### config.mk
export PLATFORM = sky130hd
export DESIGN_NAME = bankers_safe_allocator_flat
export DESIGN_NICKNAME = d
export VERILOG_FILES = /design/src/rtl/bsa_pkg.sv /design/src/rtl/bsa_cmd_if.sv /design/src/rtl/bsa_rsp_if.sv /design/src/rtl/bsa_cfg_if.sv /design/src/rtl/bankers_safe_allocator.sv /design/src/flat_wrapper.sv
export SDC_FILE = /design/constraint.sdc
export NUM_CORES = 2
export LEC_CHECK = 0
export BUFFER_PORTS_ARGS = -buffer_cell sky130_fd_sc_hd__buf_4
export CAP_MARGIN = 20
export CORE_MARGIN = 2
export CORE_UTILIZATION = 30
export CTS_CLUSTER_DIAMETER = 80
export DETAILED_ROUTE_END_ITERATION = 8
export SLEW_MARGIN = 25
export SYNTH_ARGS = -nofsm -noshare
export SYNTH_HDL_FRONTEND = slang
export SYNTH_SLANG_ARGS = --single-unit
### constraint.sdc
create_clock -name clk -period 7 [get_ports clk]
set_input_delay 1.05 -clock clk [delete_from_list [all_inputs] [get_ports clk]]
set_output_delay 1.05 -clock clk [all_outputs]
set_load 0.005 [all_outputs]
### src/rtl/bsa_pkg.sv
`timescale 1ns / 1ps
// Shared types, codes and the microcode program of the banker's allocator.
// Depends on nothing; imported by the interfaces, the allocator and the testbench.
package bsa_pkg;

	// Default sizing and fixed field widths
	localparam int DEF_CUSTOMERS = 5;
	localparam int DEF_RESOURCES = 3;
	localparam int LANES         = 3;
	localparam int UNIT_W        = 8;

	// Item function codes
	typedef enum logic [1:0] {
		FN_DECLARE = 2'd0,
		FN_REQUEST = 2'd1,
		FN_RELEASE = 2'd2,
		FN_UNUSED  = 2'd3
	} func_t;

	// Result status codes
	typedef enum logic [2:0] {
		ST_DONE       = 3'd0,
		ST_OVER_CLAIM = 3'd1,
		ST_OVER_FREE  = 3'd2,
		ST_UNSAFE     = 3'd3,
		ST_BAD        = 3'd4
	} status_t;

	// Configuration register indexes
	typedef enum logic [1:0] {
		CFG_TOTAL_0 = 2'd0,
		CFG_TOTAL_1 = 2'd1,
		CFG_TOTAL_2 = 2'd2,
		CFG_SPARE   = 2'd3
	} cfg_idx_t;

	// Datapath action of one microcode step
	typedef enum logic [3:0] {
		ACT_NONE      = 4'd0,
		ACT_SUM_CLR   = 4'd1,
		ACT_SUM_ADD   = 4'd2,
		ACT_DISPATCH  = 4'd3,
		ACT_CHECK     = 4'd4,
		ACT_GRANT     = 4'd5,
		ACT_SAFE_STEP = 4'd6,
		ACT_VERDICT   = 4'd7,
		ACT_EMIT      = 4'd8
	} act_t;

	// Sequencing of one microcode step
	typedef enum logic [2:0] {
		SEQ_NEXT      = 3'd0,
		SEQ_LOOP_IDX  = 3'd1,
		SEQ_LOOP_SAFE = 3'd2,
		SEQ_BR_NREQ   = 3'd3,
		SEQ_BR_FAIL   = 3'd4,
		SEQ_END       = 3'd5
	} seq_t;

	typedef logic [3:0] upc_t;

	// Microcode addresses
	localparam upc_t U_SUM_CLR   = 4'd0;
	localparam upc_t U_SUM_ADD   = 4'd1;
	localparam upc_t U_DISPATCH  = 4'd2;
	localparam upc_t U_CHECK     = 4'd3;
	localparam upc_t U_GRANT     = 4'd4;
	localparam upc_t U_SAFE      = 4'd5;
	localparam upc_t U_VERDICT   = 4'd6;
	localparam upc_t U_SUM2_CLR  = 4'd7;
	localparam upc_t U_SUM2_ADD  = 4'd8;
	localparam upc_t U_EMIT      = 4'd9;

	typedef struct packed {
		act_t act;
		seq_t seq;
		upc_t target;
	} ucw_t;

	// Control store: one control word per step
	function automatic ucw_t ucode_rom(input upc_t upc);
		ucw_t w;
		w = '{act: ACT_NONE, seq: SEQ_END, target: U_SUM_CLR};
		case (upc)
			U_SUM_CLR:  w = '{act: ACT_SUM_CLR,   seq: SEQ_NEXT,      target: U_SUM_CLR};
			U_SUM_ADD:  w = '{act: ACT_SUM_ADD,   seq: SEQ_LOOP_IDX,  target: U_SUM_CLR};
			U_DISPATCH: w = '{act: ACT_DISPATCH,  seq: SEQ_BR_NREQ,   target: U_SUM2_CLR};
			U_CHECK:    w = '{act: ACT_CHECK,     seq: SEQ_BR_FAIL,   target: U_SUM2_CLR};
			U_GRANT:    w = '{act: ACT_GRANT,     seq: SEQ_NEXT,      target: U_SUM_CLR};
			U_SAFE:     w = '{act: ACT_SAFE_STEP, seq: SEQ_LOOP_SAFE, target: U_SUM_CLR};
			U_VERDICT:  w = '{act: ACT_VERDICT,   seq: SEQ_NEXT,      target: U_SUM_CLR};
			U_SUM2_CLR: w = '{act: ACT_SUM_CLR,   seq: SEQ_NEXT,      target: U_SUM_CLR};
			U_SUM2_ADD: w = '{act: ACT_SUM_ADD,   seq: SEQ_LOOP_IDX,  target: U_SUM_CLR};
			U_EMIT:     w = '{act: ACT_EMIT,      seq: SEQ_END,       target: U_SUM_CLR};
			default:    w = '{act: ACT_NONE,      seq: SEQ_END,       target: U_SUM_CLR};
		endcase
		return w;
	endfunction

endpackage

### src/rtl/bsa_cmd_if.sv
`timescale 1ns / 1ps
// Command channel: one word per allocator item, valid/ready handshake.
// Depends on bsa_pkg for the field widths.
interface bsa_cmd_if import bsa_pkg::*; ();
	logic              valid;
	logic              ready;
	logic [1:0]        func;
	logic [2:0]        customer;
	logic [UNIT_W-1:0] amount_0;
	logic [UNIT_W-1:0] amount_1;
	logic [UNIT_W-1:0] amount_2;
	logic [UNIT_W-1:0] held_0;
	logic [UNIT_W-1:0] held_1;
	logic [UNIT_W-1:0] held_2;

	modport source (output valid, func, customer, amount_0, amount_1, amount_2,
		held_0, held_1, held_2, input ready);
	modport sink (input valid, func, customer, amount_0, amount_1, amount_2,
		held_0, held_1, held_2, output ready);
endinterface

### src/rtl/bsa_rsp_if.sv
`timescale 1ns / 1ps
// Response channel: status and free units after each item, valid/ready.
// Depends on bsa_pkg for the field widths.
interface bsa_rsp_if import bsa_pkg::*; ();
	logic              valid;
	logic              ready;
	logic [2:0]        status;
	logic [UNIT_W-1:0] free_0;
	logic [UNIT_W-1:0] free_1;
	logic [UNIT_W-1:0] free_2;

	modport source (output valid, status, free_0, free_1, free_2, input ready);
	modport sink (input valid, status, free_0, free_1, free_2, output ready);
endinterface

### src/rtl/bsa_cfg_if.sv
`timescale 1ns / 1ps
// Configuration write channel: register index and data, valid/ready.
// Depends on bsa_pkg for the data width.
interface bsa_cfg_if import bsa_pkg::*; ();
	logic              valid;
	logic              ready;
	logic [1:0]        index;
	logic [UNIT_W-1:0] data;

	modport source (output valid, index, data, input ready);
	modport sink (input valid, index, data, output ready);
endinterface

### src/rtl/bankers_safe_allocator.sv
`timescale 1ns / 1ps
// Banker's deadlock-avoidance allocator, microcoded: sequencer plus table datapath.
// Depends on bsa_pkg and the bsa_cmd_if, bsa_rsp_if and bsa_cfg_if interfaces.
//
//   channel  role   word
//   cmd      sink   func, customer, amount_0..2, held_0..2
//   rsp      source status, free_0..2
//   cfg      sink   index, data (total units of a resource type)
//
// Each item runs through the steps: sum the held units, dispatch (declare, release
// and rejected items skip ahead to the second sum), the claim and free check (a
// failing request skips ahead too), then for a checked request the grant, the
// safety scan, one customer per cycle over C passes, and the verdict with rollback;
// every item ends by summing again and emitting the reply word (C = CUSTOMERS).
// Reset clears all tables and totals. One item is in work at a time; the response
// register holds a finished word while the next item runs, and the last step waits until it is free.
module bankers_safe_allocator
	import bsa_pkg::*;
#(
	parameter int CUSTOMERS = DEF_CUSTOMERS,
	parameter int RESOURCES = DEF_RESOURCES
) (
	input  logic        clk,
	input  logic        arst_n,
	bsa_cmd_if.sink     cmd,
	bsa_rsp_if.source   rsp,
	bsa_cfg_if.sink     cfg
);

	localparam int IW = (CUSTOMERS > 1) ? $clog2(CUSTOMERS) : 1;
	localparam int SW = $clog2(CUSTOMERS * 255 + 1);
	localparam int WW = $clog2((CUSTOMERS + 1) * 255 + 1);
	localparam logic [IW-1:0] LAST_IX = IW'(CUSTOMERS - 1);

	// Configuration and tables
	logic [UNIT_W-1:0] total_q [LANES];
	logic [UNIT_W-1:0] max_q  [CUSTOMERS][RESOURCES];
	logic [UNIT_W-1:0] held_q [CUSTOMERS][RESOURCES];
	logic [UNIT_W-1:0] rem_q  [CUSTOMERS][RESOURCES];

	// Captured item
	func_t             func_q;
	logic [2:0]        cust_q;
	logic [UNIT_W-1:0] amt_q [LANES];
	logic [UNIT_W-1:0] hld_q [LANES];

	// Sequencer and datapath registers
	logic              busy_q;
	upc_t              upc_q;
	logic [IW-1:0]     idx_q;
	logic [IW-1:0]     pass_q;
	logic [SW-1:0]     sum_q  [RESOURCES];
	logic [WW-1:0]     work_q [RESOURCES];
	logic [CUSTOMERS-1:0] done_q;
	status_t           status_q;

	// Response register
	logic              rsp_valid_q;
	status_t           rsp_status_q;
	logic [UNIT_W-1:0] rsp_free_q [LANES];

	ucw_t              ucw;
	logic              cmd_acc;
	logic              cust_ok;
	logic              is_req;
	logic              idx_last;
	logic              pass_last;
	logic              slot_free;
	logic [IW-1:0]     cust_ix;
	logic [IW-1:0]     rd_ix;
	logic [UNIT_W-1:0] free_w [RESOURCES];
	logic              decl_bad;
	logic              chk_fail;
	status_t           chk_code;
	logic              fits;
	logic              all_done;

	// Row write port
	logic              wr_en;
	logic [UNIT_W-1:0] wr_max  [RESOURCES];
	logic [UNIT_W-1:0] wr_held [RESOURCES];
	logic [UNIT_W-1:0] wr_rem  [RESOURCES];

	assign ucw       = ucode_rom(upc_q);
	assign cmd.ready = !busy_q;
	assign cmd_acc   = cmd.valid && !busy_q;
	assign cfg.ready = 1'b1;
	assign cust_ok   = ({2'b0, cust_q} < 5'(CUSTOMERS));
	assign is_req    = cust_ok && (func_q == FN_REQUEST);
	assign cust_ix   = IW'(cust_q);
	assign idx_last  = (idx_q == LAST_IX);
	assign pass_last = (pass_q == LAST_IX);
	assign slot_free = !rsp_valid_q || rsp.ready;
	assign all_done  = &done_q;

	// Pick the row address: customer of the item, or the scan index
	always_comb begin
		rd_ix = idx_q;
		if (ucw.act == ACT_DISPATCH || ucw.act == ACT_CHECK || ucw.act == ACT_GRANT ||
			ucw.act == ACT_VERDICT) begin
			rd_ix = cust_ix;
		end
	end

	// Free units from the held sums, saturating at zero
	always_comb begin
		for (int r = 0; r < RESOURCES; r++) begin
			if (sum_q[r] >= SW'(total_q[r])) begin
				free_w[r] = '0;
			end else begin
				free_w[r] = UNIT_W'(SW'(total_q[r]) - sum_q[r]);
			end
		end
	end

	// Declare check and request checks, types in order 0 upward
	always_comb begin
		decl_bad = 1'b0;
		chk_fail = 1'b0;
		chk_code = ST_DONE;
		fits     = !done_q[rd_ix];
		for (int r = 0; r < RESOURCES; r++) begin
			if (hld_q[r] > amt_q[r]) begin
				decl_bad = 1'b1;
			end
			if (!chk_fail) begin
				if (amt_q[r] > rem_q[rd_ix][r]) begin
					chk_fail = 1'b1;
					chk_code = ST_OVER_CLAIM;
				end else if (amt_q[r] > free_w[r]) begin
					chk_fail = 1'b1;
					chk_code = ST_OVER_FREE;
				end
			end
			if (WW'(rem_q[rd_ix][r]) > work_q[r]) begin
				fits = 1'b0;
			end
		end
	end

	// Build the row write for declare, release, grant and rollback
	always_comb begin
		wr_en = 1'b0;
		for (int r = 0; r < RESOURCES; r++) begin
			wr_max[r]  = max_q[rd_ix][r];
			wr_held[r] = held_q[rd_ix][r];
			wr_rem[r]  = rem_q[rd_ix][r];
		end
		case (ucw.act)
			ACT_DISPATCH: begin
				if (cust_ok && func_q == FN_DECLARE && !decl_bad) begin
					wr_en = 1'b1;
					for (int r = 0; r < RESOURCES; r++) begin
						wr_max[r]  = amt_q[r];
						wr_held[r] = hld_q[r];
						wr_rem[r]  = amt_q[r] - hld_q[r];
					end
				end else if (cust_ok && func_q == FN_RELEASE) begin
					wr_en = 1'b1;
					for (int r = 0; r < RESOURCES; r++) begin
						wr_held[r] = '0;
						wr_rem[r]  = max_q[rd_ix][r];
					end
				end
			end
			ACT_GRANT: begin
				wr_en = 1'b1;
				for (int r = 0; r < RESOURCES; r++) begin
					wr_held[r] = held_q[rd_ix][r] + amt_q[r];
					wr_rem[r]  = rem_q[rd_ix][r] - amt_q[r];
				end
			end
			ACT_VERDICT: begin
				if (!all_done) begin
					wr_en = 1'b1;
					for (int r = 0; r < RESOURCES; r++) begin
						wr_held[r] = held_q[rd_ix][r] - amt_q[r];
						wr_rem[r]  = rem_q[rd_ix][r] + amt_q[r];
					end
				end
			end
			default: begin
			end
		endcase
	end

	// Hold the totals; drop writes to unknown indexes
	always_ff @(posedge clk or negedge arst_n) begin
		if (!arst_n) begin
			for (int r = 0; r < LANES; r++) begin
				total_q[r] <= '0;
			end
		end else if (cfg.valid) begin
			case (cfg.index)
				CFG_TOTAL_0: total_q[0] <= cfg.data;
				CFG_TOTAL_1: total_q[1] <= cfg.data;
				CFG_TOTAL_2: total_q[2] <= cfg.data;
				default: begin
				end
			endcase
		end
	end

	// Tables, cleared by reset
	always_ff @(posedge clk or negedge arst_n) begin
		if (!arst_n) begin
			for (int c = 0; c < CUSTOMERS; c++) begin
				for (int r = 0; r < RESOURCES; r++) begin
					max_q[c][r]  <= '0;
					held_q[c][r] <= '0;
					rem_q[c][r]  <= '0;
				end
			end
		end else if (wr_en) begin
			for (int r = 0; r < RESOURCES; r++) begin
				max_q[rd_ix][r]  <= wr_max[r];
				held_q[rd_ix][r] <= wr_held[r];
				rem_q[rd_ix][r]  <= wr_rem[r];
			end
		end
	end

	// Capture the command word
	always_ff @(posedge clk) begin
		if (cmd_acc) begin
			func_q    <= func_t'(cmd.func);
			cust_q    <= cmd.customer;
			amt_q[0]  <= cmd.amount_0;
			amt_q[1]  <= cmd.amount_1;
			amt_q[2]  <= cmd.amount_2;
			hld_q[0]  <= cmd.held_0;
			hld_q[1]  <= cmd.held_1;
			hld_q[2]  <= cmd.held_2;
		end
	end

	// Step counter with loops and conditional jumps
	always_ff @(posedge clk or negedge arst_n) begin
		if (!arst_n) begin
			busy_q <= 1'b0;
			upc_q  <= U_SUM_CLR;
		end else if (cmd_acc) begin
			busy_q <= 1'b1;
			upc_q  <= U_SUM_CLR;
		end else if (busy_q) begin
			case (ucw.seq)
				SEQ_NEXT: upc_q <= upc_q + 4'd1;
				SEQ_LOOP_IDX: begin
					if (idx_last) begin
						upc_q <= upc_q + 4'd1;
					end
				end
				SEQ_LOOP_SAFE: begin
					if (idx_last && pass_last) begin
						upc_q <= upc_q + 4'd1;
					end
				end
				SEQ_BR_NREQ: upc_q <= is_req ? upc_q + 4'd1 : ucw.target;
				SEQ_BR_FAIL: upc_q <= chk_fail ? ucw.target : upc_q + 4'd1;
				SEQ_END: begin
					if (slot_free) begin
						busy_q <= 1'b0;
					end
				end
				default: busy_q <= 1'b0;
			endcase
		end
	end

	// Datapath: sums, work vector, scan indexes, status
	always_ff @(posedge clk) begin
		if (busy_q) begin
			case (ucw.act)
				ACT_SUM_CLR: begin
					idx_q <= '0;
					for (int r = 0; r < RESOURCES; r++) begin
						sum_q[r] <= '0;
					end
				end
				ACT_SUM_ADD: begin
					idx_q <= idx_last ? '0 : idx_q + 1'b1;
					for (int r = 0; r < RESOURCES; r++) begin
						sum_q[r] <= sum_q[r] + SW'(held_q[rd_ix][r]);
					end
				end
				ACT_DISPATCH: begin
					if (!cust_ok || func_q == FN_UNUSED ||
						(func_q == FN_DECLARE && decl_bad)) begin
						status_q <= ST_BAD;
					end else begin
						status_q <= ST_DONE;
					end
				end
				ACT_CHECK: status_q <= chk_code;
				ACT_GRANT: begin
					idx_q  <= '0;
					pass_q <= '0;
					done_q <= '0;
					for (int r = 0; r < RESOURCES; r++) begin
						work_q[r] <= WW'(free_w[r] - amt_q[r]);
					end
				end
				ACT_SAFE_STEP: begin
					if (idx_last) begin
						idx_q  <= '0;
						pass_q <= pass_q + 1'b1;
					end else begin
						idx_q <= idx_q + 1'b1;
					end
					if (fits) begin
						done_q[rd_ix] <= 1'b1;
						for (int r = 0; r < RESOURCES; r++) begin
							work_q[r] <= work_q[r] + WW'(held_q[rd_ix][r]);
						end
					end
				end
				ACT_VERDICT: status_q <= all_done ? ST_DONE : ST_UNSAFE;
				default: begin
				end
			endcase
		end
	end

	// Response register: load on the last step, clear when taken
	always_ff @(posedge clk or negedge arst_n) begin
		if (!arst_n) begin
			rsp_valid_q <= 1'b0;
		end else if (busy_q && ucw.act == ACT_EMIT && slot_free) begin
			rsp_valid_q <= 1'b1;
		end else if (rsp.ready) begin
			rsp_valid_q <= 1'b0;
		end
	end

	always_ff @(posedge clk) begin
		if (busy_q && ucw.act == ACT_EMIT && slot_free) begin
			rsp_status_q <= status_q;
			for (int r = 0; r < LANES; r++) begin
				rsp_free_q[r] <= (r < RESOURCES) ? free_w[r % RESOURCES] : '0;
			end
		end
	end

	assign rsp.valid  = rsp_valid_q;
	assign rsp.status = rsp_status_q;
	assign rsp.free_0 = rsp_free_q[0];
	assign rsp.free_1 = rsp_free_q[1];
	assign rsp.free_2 = rsp_free_q[2];

endmodule

### src/flat_wrapper.sv
// flat-port wrapper written by rule: the top's interface ports become plain ports
module bankers_safe_allocator_flat import bsa_pkg::*;
#(
	parameter int CUSTOMERS = DEF_CUSTOMERS,
	parameter int RESOURCES = DEF_RESOURCES
)
  (clk, arst_n, cmd_valid, cmd_func, cmd_customer, cmd_amount_0, cmd_amount_1, cmd_amount_2, cmd_held_0, cmd_held_1, cmd_held_2, cmd_ready, rsp_valid, rsp_status, rsp_free_0, rsp_free_1, rsp_free_2, rsp_ready, cfg_valid, cfg_index, cfg_data, cfg_ready);
  bsa_cmd_if cmd_i ();
  bsa_rsp_if rsp_i ();
  bsa_cfg_if cfg_i ();
  input  logic clk;
  input  logic arst_n;
  input wire logic [$bits(cmd_i.valid)-1:0] cmd_valid;
  input wire logic [$bits(cmd_i.func)-1:0] cmd_func;
  input wire logic [$bits(cmd_i.customer)-1:0] cmd_customer;
  input wire logic [$bits(cmd_i.amount_0)-1:0] cmd_amount_0;
  input wire logic [$bits(cmd_i.amount_1)-1:0] cmd_amount_1;
  input wire logic [$bits(cmd_i.amount_2)-1:0] cmd_amount_2;
  input wire logic [$bits(cmd_i.held_0)-1:0] cmd_held_0;
  input wire logic [$bits(cmd_i.held_1)-1:0] cmd_held_1;
  input wire logic [$bits(cmd_i.held_2)-1:0] cmd_held_2;
  output wire logic [$bits(cmd_i.ready)-1:0] cmd_ready;
  output wire logic [$bits(rsp_i.valid)-1:0] rsp_valid;
  output wire logic [$bits(rsp_i.status)-1:0] rsp_status;
  output wire logic [$bits(rsp_i.free_0)-1:0] rsp_free_0;
  output wire logic [$bits(rsp_i.free_1)-1:0] rsp_free_1;
  output wire logic [$bits(rsp_i.free_2)-1:0] rsp_free_2;
  input wire logic [$bits(rsp_i.ready)-1:0] rsp_ready;
  input wire logic [$bits(cfg_i.valid)-1:0] cfg_valid;
  input wire logic [$bits(cfg_i.index)-1:0] cfg_index;
  input wire logic [$bits(cfg_i.data)-1:0] cfg_data;
  output wire logic [$bits(cfg_i.ready)-1:0] cfg_ready;
  assign cmd_i.valid = cmd_valid;
  assign cmd_i.func = cmd_func;
  assign cmd_i.customer = cmd_customer;
  assign cmd_i.amount_0 = cmd_amount_0;
  assign cmd_i.amount_1 = cmd_amount_1;
  assign cmd_i.amount_2 = cmd_amount_2;
  assign cmd_i.held_0 = cmd_held_0;
  assign cmd_i.held_1 = cmd_held_1;
  assign cmd_i.held_2 = cmd_held_2;
  assign cmd_ready = cmd_i.ready;
  assign rsp_valid = rsp_i.valid;
  assign rsp_status = rsp_i.status;
  assign rsp_free_0 = rsp_i.free_0;
  assign rsp_free_1 = rsp_i.free_1;
  assign rsp_free_2 = rsp_i.free_2;
  assign rsp_i.ready = rsp_ready;
  assign cfg_i.valid = cfg_valid;
  assign cfg_i.index = cfg_index;
  assign cfg_i.data = cfg_data;
  assign cfg_ready = cfg_i.ready;
  bankers_safe_allocator #(.CUSTOMERS(CUSTOMERS), .RESOURCES(RESOURCES)) u_core (.clk(clk), .arst_n(arst_n), .cmd(cmd_i), .rsp(rsp_i), .cfg(cfg_i));
endmodule
* Word level (Yosys, flattened, before mapping) *
Memories as Yosys holds them, arrays and structs flattened.
Index checks and enable logic that the tools add are counted.

operators by class
  $add $sub $neg = 30
  magnitude comparators = 20
  eq/ne operators = 24
  mux-type cells = 113
  bitwise gates (word level) = 8
  reductions and logical operators = 43

operators with widths
  cell                                                                    number
  120-bit bitwise mux                                                     9
  24-bit two-way mux                                                      15
  24-bit binary-select mux with 3-bit select                              3
  24-bit demux with 3-bit select                                          3
  24-bit one-hot mux with 3 select lines                                  2
  8-bit subtractor                                                        12
  8-bit > comparator                                                      9
  11-bit by 8-bit adder with 11-bit output                                6
  11-bit two-way mux                                                      6
  8-bit adder                                                             6
  1-bit two-way mux                                                       41
  11-bit by 8-bit >= comparator with 1-bit output                         3
  8-bit by 11-bit > comparator with 1-bit output                          3
  3-bit two-way mux                                                       11
  8-bit two-way mux                                                       4
  8-bit by 8-bit subtractor with 9-bit output                             3
  4-bit two-way mux                                                       6
  4-bit one-hot mux with 5 select lines                                   1
  4-bit by 3-bit equality test with 1-bit output (second input constant)  4
  16-bit two-way mux                                                      1
  3-bit equality test (second input constant)                             4
  3-bit one-hot mux with 2 select lines                                   2
  1-bit logical AND                                                       11
  5-bit one-hot mux with 2 select lines                                   1
  other kinds (39)                                                        72

storage, ports and cells
  bits in registers = 412
  bits in writable memories = 138
  ROM bits = 160
  output and inout bits = 30
  logic and storage cells = 302
  memories = 6

memory list
  name               depth  width  rd ports  clocked after Yosys merged registers in  write ports  RTL line                      source
  (name not given)   16     10     1         0                                        0            bsa_pkg.sv:84                 case (upc)
  u_core.sum_q       3      11     3         0                                        3            bankers_safe_allocator.sv:52  logic [SW-1:0] sum_q [RESOURCES];
  u_core.work_q      3      11     3         0                                        3            bankers_safe_allocator.sv:53  logic [WW-1:0] work_q [RESOURCES];
  u_core.amt_q       3      8      3         0                                        3            bankers_safe_allocator.sv:44  logic [UNIT_W-1:0] amt_q [LANES];
  u_core.hld_q       3      8      3         0                                        3            bankers_safe_allocator.sv:45  logic [UNIT_W-1:0] hld_q [LANES];
  u_core.rsp_free_q  3      8      3         0                                        3            bankers_safe_allocator.sv:60  logic [UNIT_W-1:0] rsp_free_q [LANES];

* Longest topological paths before layout *
An unclocked memory read counts as a cell.

  word-level depth = 19
  gate-level depth with buffers = 27
  mapped depth without buffers = 22

* Least setup slack after synthesis *
OpenSTA, ideal clock, no wires.

  path kind = reg2reg
  from = register u_core.upc_q[0]
  to = memory u_core.work_q[0][0] in the netlist's numbering (enable)
  library setup time = 0.427 ns
  arrival time = 6.008 ns
  required time = 6.573 ns
  slack = 0.565 ns
  cell stages (with the launch flop) = 21
  cells stage by stage = dfrtp_1 -> inv_1 -> ha_1 -> and2b_2 -> nand2_2 -> nand2_1 -> o21ai_1 -> clkbuf_1 -> buf_2 -> mux4_2 -> a22o_1 -> ha_1 -> nand4_1 -> o21ai_0 -> o221ai_1 -> a2111oi_0 -> o311ai_1 -> or3_1 -> buf_4 -> buf_6 -> o21ai_1

RTL lines
  item                    RTL line                       source
  start, declared         bankers_safe_allocator.sv:49   upc_t upc_q;
  start signal, assigned  bankers_safe_allocator.sv:247  SEQ_NEXT: upc_q <= upc_q + 4'd1;
  start signal, assigned  bankers_safe_allocator.sv:250  upc_q <= upc_q + 4'd1;
  start signal, assigned  bankers_safe_allocator.sv:255  upc_q <= upc_q + 4'd1;
  end, declared           bankers_safe_allocator.sv:53

==> qor.txt <==
I/O pins: 98
Setup crit end kind: register
First-pass GRT wire length: 175000 um
# Max-Cap Violations: 0
Worst r2r dst: u_core.work_q[0][27]
Ys Warns: 0
Vias: 28500
Drt pass-1 iters: 6
Post-CTS Setup Bufs: 0
Crit Reg-Reg Startpoint: u_core.upc_q[0]
Drt drc: 0
Clock Path Buffers: 3
Top delay family on crit path: compound AO/OA/AOI/OAI gates
Slowest CP cell: a211oi_4
Number of CTS-inserted buffers: 68
Vias/cell: 5.49
Post-Syn Nets: 3914
H-tree depth: 3
Drt wl/cell: 22.7 um
Port Buffers: 96
Post-Syn Area: 0.0340 mm^2
Instance count on the critical path: 18
CTS tree: done
Die width: 341 um
Final cycle utilization of the critical path: 91.8%
Synth Flop Type: dfrtp_1
Synth Area per Inst: 9.57 um^2
Sequential share of the synthesized area: 42.8%
Die Y: 341 um
EDFF count, synth: 160
Tightest Hold Check Type: in -> async
CORE AREA: 0.112 mm^2
Synth async-reset ratio: 70.9%
Worst-path clk slew: 0.05 ns
GR Overflow Total: 0
Reg2reg setup slack: 0.57 ns
Number of synthesized register bits: 550
Netlist cell types: 91
Crit path max fanout: 33
# nets final: 4003
Clock Tree Root: clkbuf_16
Synth-to-Final Area Change: 15.3%
Relative slew slack: 29.7%
Fraction of layout cells with a size suffix above 1: 11.7%
Largest net degree at the start of global routing: 136
Crit-path max cell delay: 0.71 ns
CTS Hold Bufs: 0
Arrival time worst endpoint: 6.79 ns
Dpl hpwl: 85800 um
Setup TNS: 0 ns
Initial Util: 30.3%
Routed WL: 118000 um
Reg2Reg Depth: 18
Final Slew Violations: 0
Final hold violation count: 0
Startpoint Class: register
Initial antenna violation count: 2
Worst EP required: 7.37 ns
Most frequent cells in the layout: nand2_1 (426), dfrtp_1 (390), o21ai_0 (320)
Mapped Cells: 3555
Status: finished clean
GRT Util Overall: 19.8%
Critical Path End: u_core.work_q[0][27]
Vias in the first global route: 27100
Critical path, cell by cell: inv_1, ha_1, and2b_2, and2_1, o21ai_1, a211oi_4, buf_12, a21oi_1, o22ai_1, ha_1, nand4_1, o21ai_0, o221ai_1, a2111oi_0, o311ai_1, or3_2, buf_4, mux2_1
Resized cells post-CTS: 0
Die ar.: 0.116 mm^2
Final antenna-violating net count: 0
# rows: 123
Crit Path Class: reg -> reg
CP bufs+invs: 3
Commonest non-fill, non-tap cell in the layout: nand2_1
Setup-failing EPs final: 0
Fin crit period: 6.43 ns
F_max: 156 MHz
Crit-path most repeated cell: ha_1
Clock Sink Count: 550
Starting DRT DRC Count: 3085
RSZ-0062 raised after global routing: no
Crit. Startpoint: u_core.upc_q[0]
Gpl congestion: 0.943
Clk Latency, worst-skew pair: 0.64 ns
Actual slew at the worst max-slew pin: 1.04 ns
Setup Skew: 0.0338 ns
==> synth_stat cells (all sizes together), types with 38 or more instances <==
cell type    n  share of area [%]
mux2i       57                1.7
a21oi      243                3.6
nor2       207                2.3
buf         49               0.75
xor2        38               0.98
o22a        65                1.7
nand2b      43               0.79
xnor2       64                1.6
o21ai      377                5.6
mux2        59                2.0
a22oi       39               0.87
clkbuf     122                1.3
a21o        44               0.97
edfxtp     160                 14
o31ai       43               0.95
and2        39               0.72
nand2      435                4.8
o22ai       44               0.81
o21bai      44               0.97
inv        231                2.5
ha         264                9.7
dfrtp      390                 29
nand3       50               0.74
==> sequential cells by signal, summed over array words and instances (netlist names) <==
name and count:
u_core.amt_q 24, u_core.busy_q 1, u_core.cust_ix 3, u_core.done_q 5, u_core.func_q 2, u_core.held_q 120
u_core.hld_q 24, u_core.idx_q 3, u_core.max_q 120, u_core.pass_q 3, u_core.rem_q 120, u_core.rsp.status 3
u_core.rsp.valid 1, u_core.rsp_free_q 24, u_core.status_q 3, u_core.sum_q 33, u_core.total_q 24, u_core.upc_q 4
u_core.work_q 33
==> worst min-delay path by stage <==
stage / from / end / slack (ns)
floorplan: u_core.status_q[0] / u_core.rsp.status[0] / 0.40
global placement: u_core.status_q[2] / u_core.rsp.status[2] / 0.41
detailed placement: u_core.status_q[2] / u_core.rsp.status[2] / 0.41
CTS: arst_n / u_core.total_q[17] / 0.42
global route: u_core.status_q[2] / u_core.rsp.status[2] / 0.42
finish: arst_n / u_core.total_q[16] / 0.39
==> layout make-up <==
| class | count | area (um^2) |
|---|---|---|
| inverter | 232 | 871 |
| tap | 1500 | 1880 |
| fill | 11400 | 73200 |
| sequential | 550 | 14600 |
| clock inverter | 25 | 329 |
| antenna | 2 | 5.00 |
| clock buffer | 100 | 2010 |
| multi-input combinational | 2602 | 18100 |
| timing repair buffer | 190 | 1530 |
==> cells by family after synthesis <==
group / share of synthesized area, %
flip-flops: 42.8
multiplexers: 4.70
other: 0.0110
AND/OR/NAND/NOR: 12.3
XOR/XNOR: 2.62
AO/OA/AOI/OAI: 21.6
adder cells (fa/ha/maj): 11.3
buffers and inverters: 4.66
==> metal layers <==
| layer | share of wire [%] | vias up | track usage [%] | wire [um] |
|---|---|---|---|---|
| met4 | 4.2 | 4 | 8.48 | 4920 |
| met1 | 43 | 14000 | 27.4 | 51200 |
| li1 | - | 13000 | - | - |
| met5 | 0.018 | - | 0 | 21 |
| met2 | 43 | 1355 | 29.7 | 50500 |
| met3 | 9.4 | 229 | 4.34 | 11100 |
==> per-stage QoR <==
stage | utilization (%) | std cells | area [um^2] | worst slack (ns) | hold slack, ns
after floorplan | - | 3555 | 34000 | 0.565 | 0.400
after global placement | 32.8 | 5072 | 36900 | 0.778 | 0.405
after detailed placement | 32.8 | 5073 | 36900 | 0.669 | 0.408
after CTS | 34.9 | 5198 | 39200 | 0.650 | 0.418
after global routing | 34.9 | 5199 | 39300 | 0.274 | 0.423
final | 34.9 | 5201 | 39300 | 0.573 | 0.392
Power is not shown: default switching activity piles up to over one toggle a cycle in this logic, so the estimate is an artifact.
